File: src/rtl/fbpa_pkg.sv
// shared types and constants of the fixed block pool allocator
package fbpa_pkg;

    localparam int CMD_W    = 2;
    localparam int BIDX_W   = 8;
    localparam int CNT_W    = 9;
    localparam int PAY_W    = 16;
    localparam int BASE_W   = 32;
    localparam int OADDR_W  = 32;
    localparam int STRIDE_W = 17;
    localparam int PADDR_W  = 4;
    localparam int PDATA_W  = 32;
    localparam int REGSEL_W = 2;

    typedef enum logic [CMD_W-1:0] {
        CMD_ALLOC = 2'd0,
        CMD_FREE  = 2'd1,
        CMD_INIT  = 2'd2
    } t_cmd;

    typedef enum logic [1:0] {
        STAT_OK    = 2'd0,
        STAT_EMPTY = 2'd1,
        STAT_BAD   = 2'd2
    } t_status;

    typedef enum logic [REGSEL_W-1:0] {
        REG_POOL_BLOCKS   = 2'd0,
        REG_PAYLOAD_BYTES = 2'd1,
        REG_BASE_ADDRESS  = 2'd2
    } t_reg_sel;

    localparam logic [CNT_W-1:0]  POOL_BLOCKS_RST   = 9'd256;
    localparam logic [PAY_W-1:0]  PAYLOAD_BYTES_RST = 16'd64;
    localparam logic [BASE_W-1:0] BASE_ADDRESS_RST  = 32'd0;

endpackage

File: src/rtl/fixed_block_pool_allocator_top.sv
// fixed block pool allocator: lifo free list of equal-size blocks with next links in a ram
//
// Each transaction carries allocate, free or initialize and returns one result with the
// block index, its data address (base + index * stride + align, stride = payload rounded
// up to the alignment plus one header word) and the free, used and peak-used counts.
// Allocate, free and the unused command code go from idle (accept; link ram read for
// allocate) to exec (take read data, write back, load the result register once free).
// Initialize does one link ram write per block in the init state. Double free is not
// detected. A result waits in an output register; the next transaction can be accepted
// while it waits, but is not finished until the register is free. The user must write
// configuration only while no transaction is outstanding; the block does not enforce it.
module fixed_block_pool_allocator_top #(
    parameter int MAX_BLOCKS  = 256,
    parameter int ADDR_BITS   = 32,
    parameter int ALIGN_BYTES = 8
) (
    input  logic                          i_clk,
    input  logic                          i_rst_n,

    input  logic                          i_in_valid,
    output logic                          o_in_stall,
    input  logic [fbpa_pkg::CMD_W-1:0]    i_command,
    input  logic [fbpa_pkg::BIDX_W-1:0]   i_block_index,

    output logic                          o_out_valid,
    input  logic                          i_out_stall,
    output logic [1:0]                    o_status,
    output logic [fbpa_pkg::BIDX_W-1:0]   o_granted_index,
    output logic [fbpa_pkg::OADDR_W-1:0]  o_data_address,
    output logic [fbpa_pkg::CNT_W-1:0]    o_free_count,
    output logic [fbpa_pkg::CNT_W-1:0]    o_used_count,
    output logic [fbpa_pkg::CNT_W-1:0]    o_peak_used,

    input  logic                          psel,
    input  logic                          penable,
    input  logic                          pwrite,
    input  logic [fbpa_pkg::PADDR_W-1:0]  paddr,
    input  logic [fbpa_pkg::PDATA_W-1:0]  pwdata,
    output logic [fbpa_pkg::PDATA_W-1:0]  prdata,
    output logic                          pready
);

    localparam int IDX_W   = (MAX_BLOCKS > 1) ? $clog2(MAX_BLOCKS) : 1;
    localparam int LINK_W  = IDX_W + 1;
    localparam int PROD_W  = IDX_W + fbpa_pkg::STRIDE_W;
    localparam int SUM_W   = ((PROD_W > fbpa_pkg::BASE_W) ? PROD_W : fbpa_pkg::BASE_W) + 2;
    localparam int WIDE_W  = IDX_W + fbpa_pkg::CNT_W;
    localparam logic [fbpa_pkg::OADDR_W-1:0] ADDR_MASK = (ADDR_BITS >= 32) ?
        32'hFFFF_FFFF : 32'((64'd1 << ADDR_BITS) - 64'd1);
    localparam logic [fbpa_pkg::STRIDE_W-1:0] ALIGN_M1 =
        fbpa_pkg::STRIDE_W'(ALIGN_BYTES - 1);

    typedef enum logic [1:0] {
        S_IDLE,
        S_INIT,
        S_EXEC
    } t_state;

    // configuration registers
    logic [fbpa_pkg::CNT_W-1:0]  r_pool_blocks;
    logic [fbpa_pkg::PAY_W-1:0]  r_payload_bytes;
    logic [fbpa_pkg::BASE_W-1:0] r_base_address;

    // control and pool state
    t_state                      r_state,      n_state;
    fbpa_pkg::t_cmd              r_cmd,        n_cmd;
    logic                        r_free_bad,   n_free_bad;
    logic [IDX_W-1:0]            r_gidx,       n_gidx;
    logic [PROD_W-1:0]           r_prod,       n_prod;
    logic [IDX_W-1:0]            r_fill,       n_fill;
    logic [IDX_W-1:0]            r_head,       n_head;
    logic                        r_head_valid, n_head_valid;
    logic [fbpa_pkg::CNT_W-1:0]  r_pool_size,  n_pool_size;
    logic [fbpa_pkg::CNT_W-1:0]  r_free,       n_free;
    logic [fbpa_pkg::CNT_W-1:0]  r_used,       n_used;
    logic [fbpa_pkg::CNT_W-1:0]  r_peak,       n_peak;

    // result register
    logic                        r_out_valid,  n_out_valid;
    fbpa_pkg::t_status           r_status,     n_status;
    logic [fbpa_pkg::BIDX_W-1:0] r_out_idx,    n_out_idx;
    logic [fbpa_pkg::OADDR_W-1:0] r_out_addr,  n_out_addr;
    logic [fbpa_pkg::CNT_W-1:0]  r_out_free,   n_out_free;
    logic [fbpa_pkg::CNT_W-1:0]  r_out_used,   n_out_used;
    logic [fbpa_pkg::CNT_W-1:0]  r_out_peak,   n_out_peak;

    // link ram
    logic                        ram_we;
    logic [IDX_W-1:0]            ram_waddr;
    logic [LINK_W-1:0]           ram_wdata;
    logic                        ram_re;
    logic [LINK_W-1:0]           ram_rdata;

    logic                        in_accept;
    logic                        out_free;
    logic                        cfg_write;
    fbpa_pkg::t_reg_sel          cfg_sel;
    fbpa_pkg::t_cmd              in_cmd;
    logic [fbpa_pkg::STRIDE_W-1:0] stride;
    logic [IDX_W-1:0]            idx_sel;
    logic [SUM_W-1:0]            addr_sum;
    logic [fbpa_pkg::OADDR_W-1:0] blk_addr;
    logic [fbpa_pkg::CNT_W-1:0]  pool_n;
    logic                        fill_last;
    logic [fbpa_pkg::CNT_W-1:0]  used_inc;

    assign in_cmd    = fbpa_pkg::t_cmd'(i_command);
    assign in_accept = i_in_valid && !o_in_stall;
    assign out_free  = !r_out_valid || !i_out_stall;
    assign cfg_write = psel && penable && pwrite && pready;
    assign cfg_sel   = fbpa_pkg::t_reg_sel'(paddr[3:2]);

    assign stride = ((fbpa_pkg::STRIDE_W'(r_payload_bytes) + ALIGN_M1) & ~ALIGN_M1)
                    + fbpa_pkg::STRIDE_W'(ALIGN_BYTES);
    assign idx_sel = (in_cmd == fbpa_pkg::CMD_ALLOC) ? r_head : IDX_W'(i_block_index);
    assign addr_sum = SUM_W'(r_base_address) + SUM_W'(r_prod) + SUM_W'(ALIGN_BYTES);
    assign blk_addr = addr_sum[fbpa_pkg::OADDR_W-1:0] & ADDR_MASK;
    assign pool_n = (32'(r_pool_blocks) < 32'(MAX_BLOCKS)) ?
                    r_pool_blocks : fbpa_pkg::CNT_W'(MAX_BLOCKS);
    assign fill_last = (WIDE_W'(r_fill) + WIDE_W'(1)) == WIDE_W'(r_pool_size);
    assign used_inc = (r_used < r_pool_size) ? r_used + 1'b1 : r_used;

    always_comb begin
        n_state      = r_state;
        n_cmd        = r_cmd;
        n_free_bad   = r_free_bad;
        n_gidx       = r_gidx;
        n_prod       = r_prod;
        n_fill       = r_fill;
        n_head       = r_head;
        n_head_valid = r_head_valid;
        n_pool_size  = r_pool_size;
        n_free       = r_free;
        n_used       = r_used;
        n_peak       = r_peak;
        n_out_valid  = r_out_valid && i_out_stall;
        n_status     = r_status;
        n_out_idx    = r_out_idx;
        n_out_addr   = r_out_addr;
        n_out_free   = r_out_free;
        n_out_used   = r_out_used;
        n_out_peak   = r_out_peak;
        ram_we       = 1'b0;
        ram_waddr    = r_gidx;
        ram_wdata    = r_head_valid ? {1'b0, r_head} : {1'b1, IDX_W'(0)};
        ram_re       = 1'b0;

        case (r_state)
            S_IDLE: begin
                if (in_accept) begin
                    n_cmd      = in_cmd;
                    n_gidx     = idx_sel;
                    n_prod     = PROD_W'(idx_sel) * PROD_W'(stride);
                    n_free_bad = {1'b0, i_block_index} >= r_pool_size;
                    n_fill     = '0;
                    n_state    = S_EXEC;
                    ram_re     = (in_cmd == fbpa_pkg::CMD_ALLOC);
                    if (in_cmd == fbpa_pkg::CMD_INIT) begin
                        n_pool_size  = pool_n;
                        n_head_valid = 1'b0;
                        n_head       = '0;
                        n_state      = (pool_n == '0) ? S_EXEC : S_INIT;
                    end
                end
            end
            S_INIT: begin
                ram_we    = 1'b1;
                ram_waddr = r_fill;
                ram_wdata = (r_fill == '0) ? {1'b1, IDX_W'(0)} : {1'b0, r_fill - 1'b1};
                if (fill_last) begin
                    n_state = S_EXEC;
                end else begin
                    n_fill = r_fill + 1'b1;
                end
            end
            S_EXEC: begin
                if (out_free) begin
                    n_state     = S_IDLE;
                    n_out_valid = 1'b1;
                    n_status    = fbpa_pkg::STAT_OK;
                    n_out_idx   = '0;
                    n_out_addr  = '0;
                    case (r_cmd)
                        fbpa_pkg::CMD_ALLOC: begin
                            if (!r_head_valid) begin
                                n_status = fbpa_pkg::STAT_EMPTY;
                            end else begin
                                n_head_valid = !ram_rdata[IDX_W];
                                n_head       = ram_rdata[IDX_W] ? '0 : ram_rdata[IDX_W-1:0];
                                n_free       = (r_free != '0) ? r_free - 1'b1 : r_free;
                                n_used       = used_inc;
                                n_peak       = (used_inc > r_peak) ? used_inc : r_peak;
                                n_out_idx    = fbpa_pkg::BIDX_W'(r_gidx);
                                n_out_addr   = blk_addr;
                            end
                        end
                        fbpa_pkg::CMD_FREE: begin
                            if (r_free_bad) begin
                                n_status = fbpa_pkg::STAT_BAD;
                            end else begin
                                ram_we       = 1'b1;
                                n_head       = r_gidx;
                                n_head_valid = 1'b1;
                                n_free       = (r_free < r_pool_size) ? r_free + 1'b1 : r_free;
                                n_used       = (r_used != '0) ? r_used - 1'b1 : r_used;
                                n_out_idx    = fbpa_pkg::BIDX_W'(r_gidx);
                                n_out_addr   = blk_addr;
                            end
                        end
                        fbpa_pkg::CMD_INIT: begin
                            n_head       = r_fill;
                            n_head_valid = (r_pool_size != '0);
                            n_free       = r_pool_size;
                            n_used       = '0;
                            n_peak       = '0;
                        end
                        default: begin
                        end
                    endcase
                    n_out_free = n_free;
                    n_out_used = n_used;
                    n_out_peak = n_peak;
                end
            end
            default: begin
                n_state = S_IDLE;
            end
        endcase
    end

    always_ff @(posedge i_clk) begin
        if (!i_rst_n) begin
            r_state      <= S_IDLE;
            r_head_valid <= 1'b0;
            r_head       <= '0;
            r_pool_size  <= '0;
            r_free       <= '0;
            r_used       <= '0;
            r_peak       <= '0;
            r_out_valid  <= 1'b0;
        end else begin
            r_state      <= n_state;
            r_head_valid <= n_head_valid;
            r_head       <= n_head;
            r_pool_size  <= n_pool_size;
            r_free       <= n_free;
            r_used       <= n_used;
            r_peak       <= n_peak;
            r_out_valid  <= n_out_valid;
        end
        r_cmd      <= n_cmd;
        r_free_bad <= n_free_bad;
        r_gidx     <= n_gidx;
        r_prod     <= n_prod;
        r_fill     <= n_fill;
        r_status   <= n_status;
        r_out_idx  <= n_out_idx;
        r_out_addr <= n_out_addr;
        r_out_free <= n_out_free;
        r_out_used <= n_out_used;
        r_out_peak <= n_out_peak;
    end

    always_ff @(posedge i_clk) begin
        if (!i_rst_n) begin
            r_pool_blocks   <= fbpa_pkg::POOL_BLOCKS_RST;
            r_payload_bytes <= fbpa_pkg::PAYLOAD_BYTES_RST;
            r_base_address  <= fbpa_pkg::BASE_ADDRESS_RST;
        end else if (cfg_write) begin
            case (cfg_sel)
                fbpa_pkg::REG_POOL_BLOCKS:   r_pool_blocks   <= pwdata[fbpa_pkg::CNT_W-1:0];
                fbpa_pkg::REG_PAYLOAD_BYTES: r_payload_bytes <= pwdata[fbpa_pkg::PAY_W-1:0];
                fbpa_pkg::REG_BASE_ADDRESS:  r_base_address  <= pwdata[fbpa_pkg::BASE_W-1:0];
                default: begin
                end
            endcase
        end
    end

    always_comb begin
        case (cfg_sel)
            fbpa_pkg::REG_POOL_BLOCKS:   prdata = fbpa_pkg::PDATA_W'(r_pool_blocks);
            fbpa_pkg::REG_PAYLOAD_BYTES: prdata = fbpa_pkg::PDATA_W'(r_payload_bytes);
            fbpa_pkg::REG_BASE_ADDRESS:  prdata = r_base_address;
            default:                     prdata = '0;
        endcase
    end

    fbpa_ram #(
        .WIDTH (LINK_W),
        .DEPTH (MAX_BLOCKS)
    ) u_link_ram (
        .i_clk   (i_clk),
        .i_we    (ram_we),
        .i_waddr (ram_waddr),
        .i_wdata (ram_wdata),
        .i_re    (ram_re),
        .i_raddr (r_head),
        .o_rdata (ram_rdata)
    );

    assign pready          = 1'b1;
    assign o_in_stall      = (r_state != S_IDLE);
    assign o_out_valid     = r_out_valid;
    assign o_status        = r_status;
    assign o_granted_index = r_out_idx;
    assign o_data_address  = r_out_addr;
    assign o_free_count    = r_out_free;
    assign o_used_count    = r_out_used;
    assign o_peak_used     = r_out_peak;

    a_peak_covers_used: assert property (@(posedge i_clk) disable iff (!i_rst_n)
        r_peak >= r_used)
        else $error("peak used count below used count");

    a_counts_bounded: assert property (@(posedge i_clk) disable iff (!i_rst_n)
        (r_state == S_IDLE) |-> (r_used <= r_pool_size) && (r_free <= r_pool_size))
        else $error("free or used count above pool size");

    a_error_zero_fields: assert property (@(posedge i_clk) disable iff (!i_rst_n)
        (r_out_valid && (r_status != fbpa_pkg::STAT_OK))
        |-> (r_out_idx == '0) && (r_out_addr == '0))
        else $error("rejected transaction carries an index or address");

    a_accept_interlock: assert property (@(posedge i_clk) disable iff (!i_rst_n)
        in_accept |=> (r_state != S_IDLE))
        else $error("accepted transaction did not leave idle");

endmodule

File: src/rtl/fbpa_ram.sv
// generic single write port ram with registered read
module fbpa_ram #(
    parameter int WIDTH = 8,
    parameter int DEPTH = 256
) (
    input  logic                     i_clk,
    input  logic                     i_we,
    input  logic [$clog2(DEPTH)-1:0] i_waddr,
    input  logic [WIDTH-1:0]         i_wdata,
    input  logic                     i_re,
    input  logic [$clog2(DEPTH)-1:0] i_raddr,
    output logic [WIDTH-1:0]         o_rdata
);

    logic [WIDTH-1:0] r_mem [DEPTH];
    logic [WIDTH-1:0] r_rdata;

    always_ff @(posedge i_clk) begin
        if (i_we) begin
            r_mem[i_waddr] <= i_wdata;
        end
        if (i_re) begin
            r_rdata <= r_mem[i_raddr];
        end
    end

    assign o_rdata = r_rdata;

endmodule

File: config.mk
export PLATFORM = sky130hd
export DESIGN_NAME = fixed_block_pool_allocator_top
export DESIGN_NICKNAME = d
export VERILOG_FILES = /design/src/rtl/fbpa_pkg.sv /design/src/rtl/fixed_block_pool_allocator_top.sv /design/src/rtl/fbpa_ram.sv
export SDC_FILE = /design/constraint.sdc
export NUM_CORES = 2
export LEC_CHECK = 0
export CORE_UTILIZATION = 35
export DETAILED_ROUTE_END_ITERATION = 12
export DONT_BUFFER_PORTS = 1
export PLACE_DENSITY = 0.53
export SLEW_MARGIN = 20
export SYNTH_ARGS = -nofsm -noshare
export SYNTH_HDL_FRONTEND = slang
export SYNTH_HIERARCHICAL = 1
export SYNTH_SLANG_ARGS = --single-unit
File: constraint.sdc
create_clock -name i_clk -period 17.3 [get_ports i_clk]
set_input_delay 0.865 -clock i_clk [delete_from_list [all_inputs] [get_ports i_clk]]
set_output_delay 0.865 -clock i_clk [all_outputs]
set_load 0.005 [all_outputs]
==> impl_metrics.yaml <==
route:
  drc: 0
  vias: 56100
  drtAntennaViolNets: 0
  routed_wl_um: 275000
  drt_pass1_iterations: 6
  wl_per_cell_um: 26.8
  drt-initial-drc-count: 5600
  viasPerCell: 5.46
critical_path:
  endpoint_kind: "register"
  cp_max_fo: 9
  cp_slowest_cell: "xor2_1"
  cpPeakStageDelay_ps: 650
  worstSetupPathType: "reg -> reg"
  path_common_cell: "fa_1"
  critPathLaunchType: "register"
  cp.required_ps: 17870
  path_cells: "o31a_1, nor2b_1, ha_1, maj3_1, nand4_1, or2_2, xor2_1, nor2_1, fa_1, fa_1, fa_1, inv_1, fa_1, inv_1, ha_1, a21o_1, a21o_1, a21oi_1, nor2b_1, a311o_1, a21oi_1, a21oi_1, xor2_1"
  critPathArrivalTime_ps: 7760
power_and_ir_drop:
  leakage_nw: 39.8
  design_power_total_mw: 13.1
  power_density_nw_per_um2: 111
  ir_drop_mv: 0.0791
sta:
  fin_skew_ps: 75.9
  finalSetupTns_ps: 0
  worst_pin_slew_ps: 1230
  maxSlewHeadroom_pct: 17.2
  period_share_pct: 41.6
  hold_viol_final: 0
  setup_viol: 0
  period_minus_slack_ps: 7190
  grt_setup_unrepaired: "no"
  fmax_mhz: 139
  slew_violations: 0
synthesis:
  synthCells: 6045
  yosysUniqueCellTypes: 90
  yosysMostFrequentCell: "edfxtp_1"
  async_flop_share_pct: 0
  synth_nets: 6304
  ys.flop_type: "edfxtp_1"
  syn_area_per_cell_um2: 17.4
  yosysSeqAreaShare_pct: 71.1
  yosysTopAreaCellShare_pct: 69.1
  ys_ff_latch: 2528
  synth.top_cells.by_area: "edfxtp_1 (69%), mux4_2 (10%), dfxtp_1 (2.0%)"
  syn_area_um2: 105000
  yosysWarnings: 6
  synth_commonest_cells: "edfxtp_1 (2423), nor2_1 (491), mux4_2 (467)"
  synth-edff-count: 2423
  synth_top_area_cell: "edfxtp_1"
hold_path:
  hold_path_class: "in -> reg"
global_routing:
  grt_pass1_wl_um: 397000
  grt_max_degree: 205
  grt_overflow_total: 0
  track_usage_pct: 17.8
  grt_pass1_vias: 56200
  antenna_found_initial: 10
clock_tree:
  tritoncts: "yes"
  clk_transition_reported_paths_ps: 60
  postCtsSetupRepairBufs: 0
  cts_resized: 0
  htree_levels: 5
  cts_root_buf: "clkbuf_16"
  clock_latency_ps: 880
  max-clock-path-buffers: 4
  clock-sinks: 2528
  cts_made_buffers: 276
  postCtsHoldBufs: 0
place:
  port_buffers: 0
  gp_congestion: 0.825
  dp.cells: 9772
  dp_hpwl_um: 171000
final_layout:
  final_nets: 6353
  drive_gt1_share_pct: 17.1
  areaGrowthSynthToFinish_pct: 12.4
  fin_cells: 10300
  final_util_pct: 39.5
floorplanning:
  pin_count: 157
  die_h_um: 551
  initial_core_util_pct: 35.2
  rows: 201
  die-area_um2: 303000
  dieWidth_um: 551
  core_um2: 300000
flow_run:
  maxCapViolations: 0
status:
  status: "complete, no violations"
## layer usage
layer  up-vias  wire length (um)  track usage [%]
li1      24100                 -                -
met1     29800            120000             25.1
met2      1775            131000             28.9
met3       402             17200             2.60
met4         2              6930             4.84
met5         -                13                0
## cells by family (layout without fill, tap and decap cells)
| kind of cell | count (synthesis) | in the layout | share of synthesized area, % |
|---|---|---|---|
| flip-flops | 2528 | 2528 | 71.1 |
| AND/OR/NAND/NOR | 1144 | 1144 | 4.95 |
| AO/OA/AOI/OAI | 881 | 881 | 5.54 |
| multiplexers | 704 | 704 | 12.4 |
| buffers and inverters | 499 | 758 | 2.35 |
| adder cells (fa/ha/maj) | 207 | 207 | 2.98 |
| XOR/XNOR | 81 | 81 | 0.674 |
| other | 1 | 4 | 0.00356 |
## layout by cell type, fill, tap and decap left out, drive strengths merged, types with 117 or more instances in the layout
master	instances
nand2	264
edfxtp	2423
o21ai	129
buf	117
a21oi	245
mux4	476
nor2	491
ha	133
a22oi	184
mux2i	198
inv	158
clkbuf	351
## worst max-delay path: cells and delay by family, from the launching register on
family	cells	cell delay [ps]
and+or+nand+nor	5	1270
adders and majority gates	7	2890
DFF	1	330
AOI/OAI and AO/OA	7	1570
buffers and inverters	2	90
xor gates and xnor gates	2	800
## through the flow
stage,worst slack [ps],area [um^2],hold WS (ps)
finish,10110,118000,123
CTS,10080,118000,64.3
floorplan,3900,105000,445
global placement,10090,110000,451
global route,9640,118000,94.3
detailed placement,10070,110000,466
## cell type report
type	count	area (um^2)
antenna	3	7.51
sequential	2528	74900
fill	27100	181000
clock inverter	137	1210
clock buffer	351	7400
timing repair buffer	117	1030
tap	3958	4950
multi-input combinational	3018	28300
inverter	153	576
## report_power, final
group | total, mW | internal [mW] | switching [mW] | leakage, nW
Combinational | 0.674 | 0.203 | 0.471 | 9.39
Sequential | 6.80 | 6.75 | 0.0462 | 26.2
Clock | 5.66 | 3.26 | 2.40 | 4.18
## sequential cells by signal, indices dropped and copies added (netlist names), 9 cells and up
signal / flops
r_peak: 9
r_payload_bytes: 16
u_link_ram/r_mem: 2304
r_free: 9
o_free_count: 9
r_base_address: 32
o_peak_used: 9
r_prod: 22
r_used: 9
o_data_address: 32
r_pool_blocks: 9
o_used_count: 9
r_pool_size: 9
u_link_ram/o_rdata: 9
## final timing paths
check	startpoint	endpoint	slack (ps)	cells after the start
worst min register to register	r_base_address[3]	r_base_address[3]	480	2
worst max-delay path	r_payload_bytes[0]	r_prod[23]	10110	23
worst min-delay path	i_rst_n	r_pool_blocks[8]	120	1
worst max register to register	r_payload_bytes[0]	r_prod[23]	10110	23
Note: power is estimated with default switching activity, not from simulation.
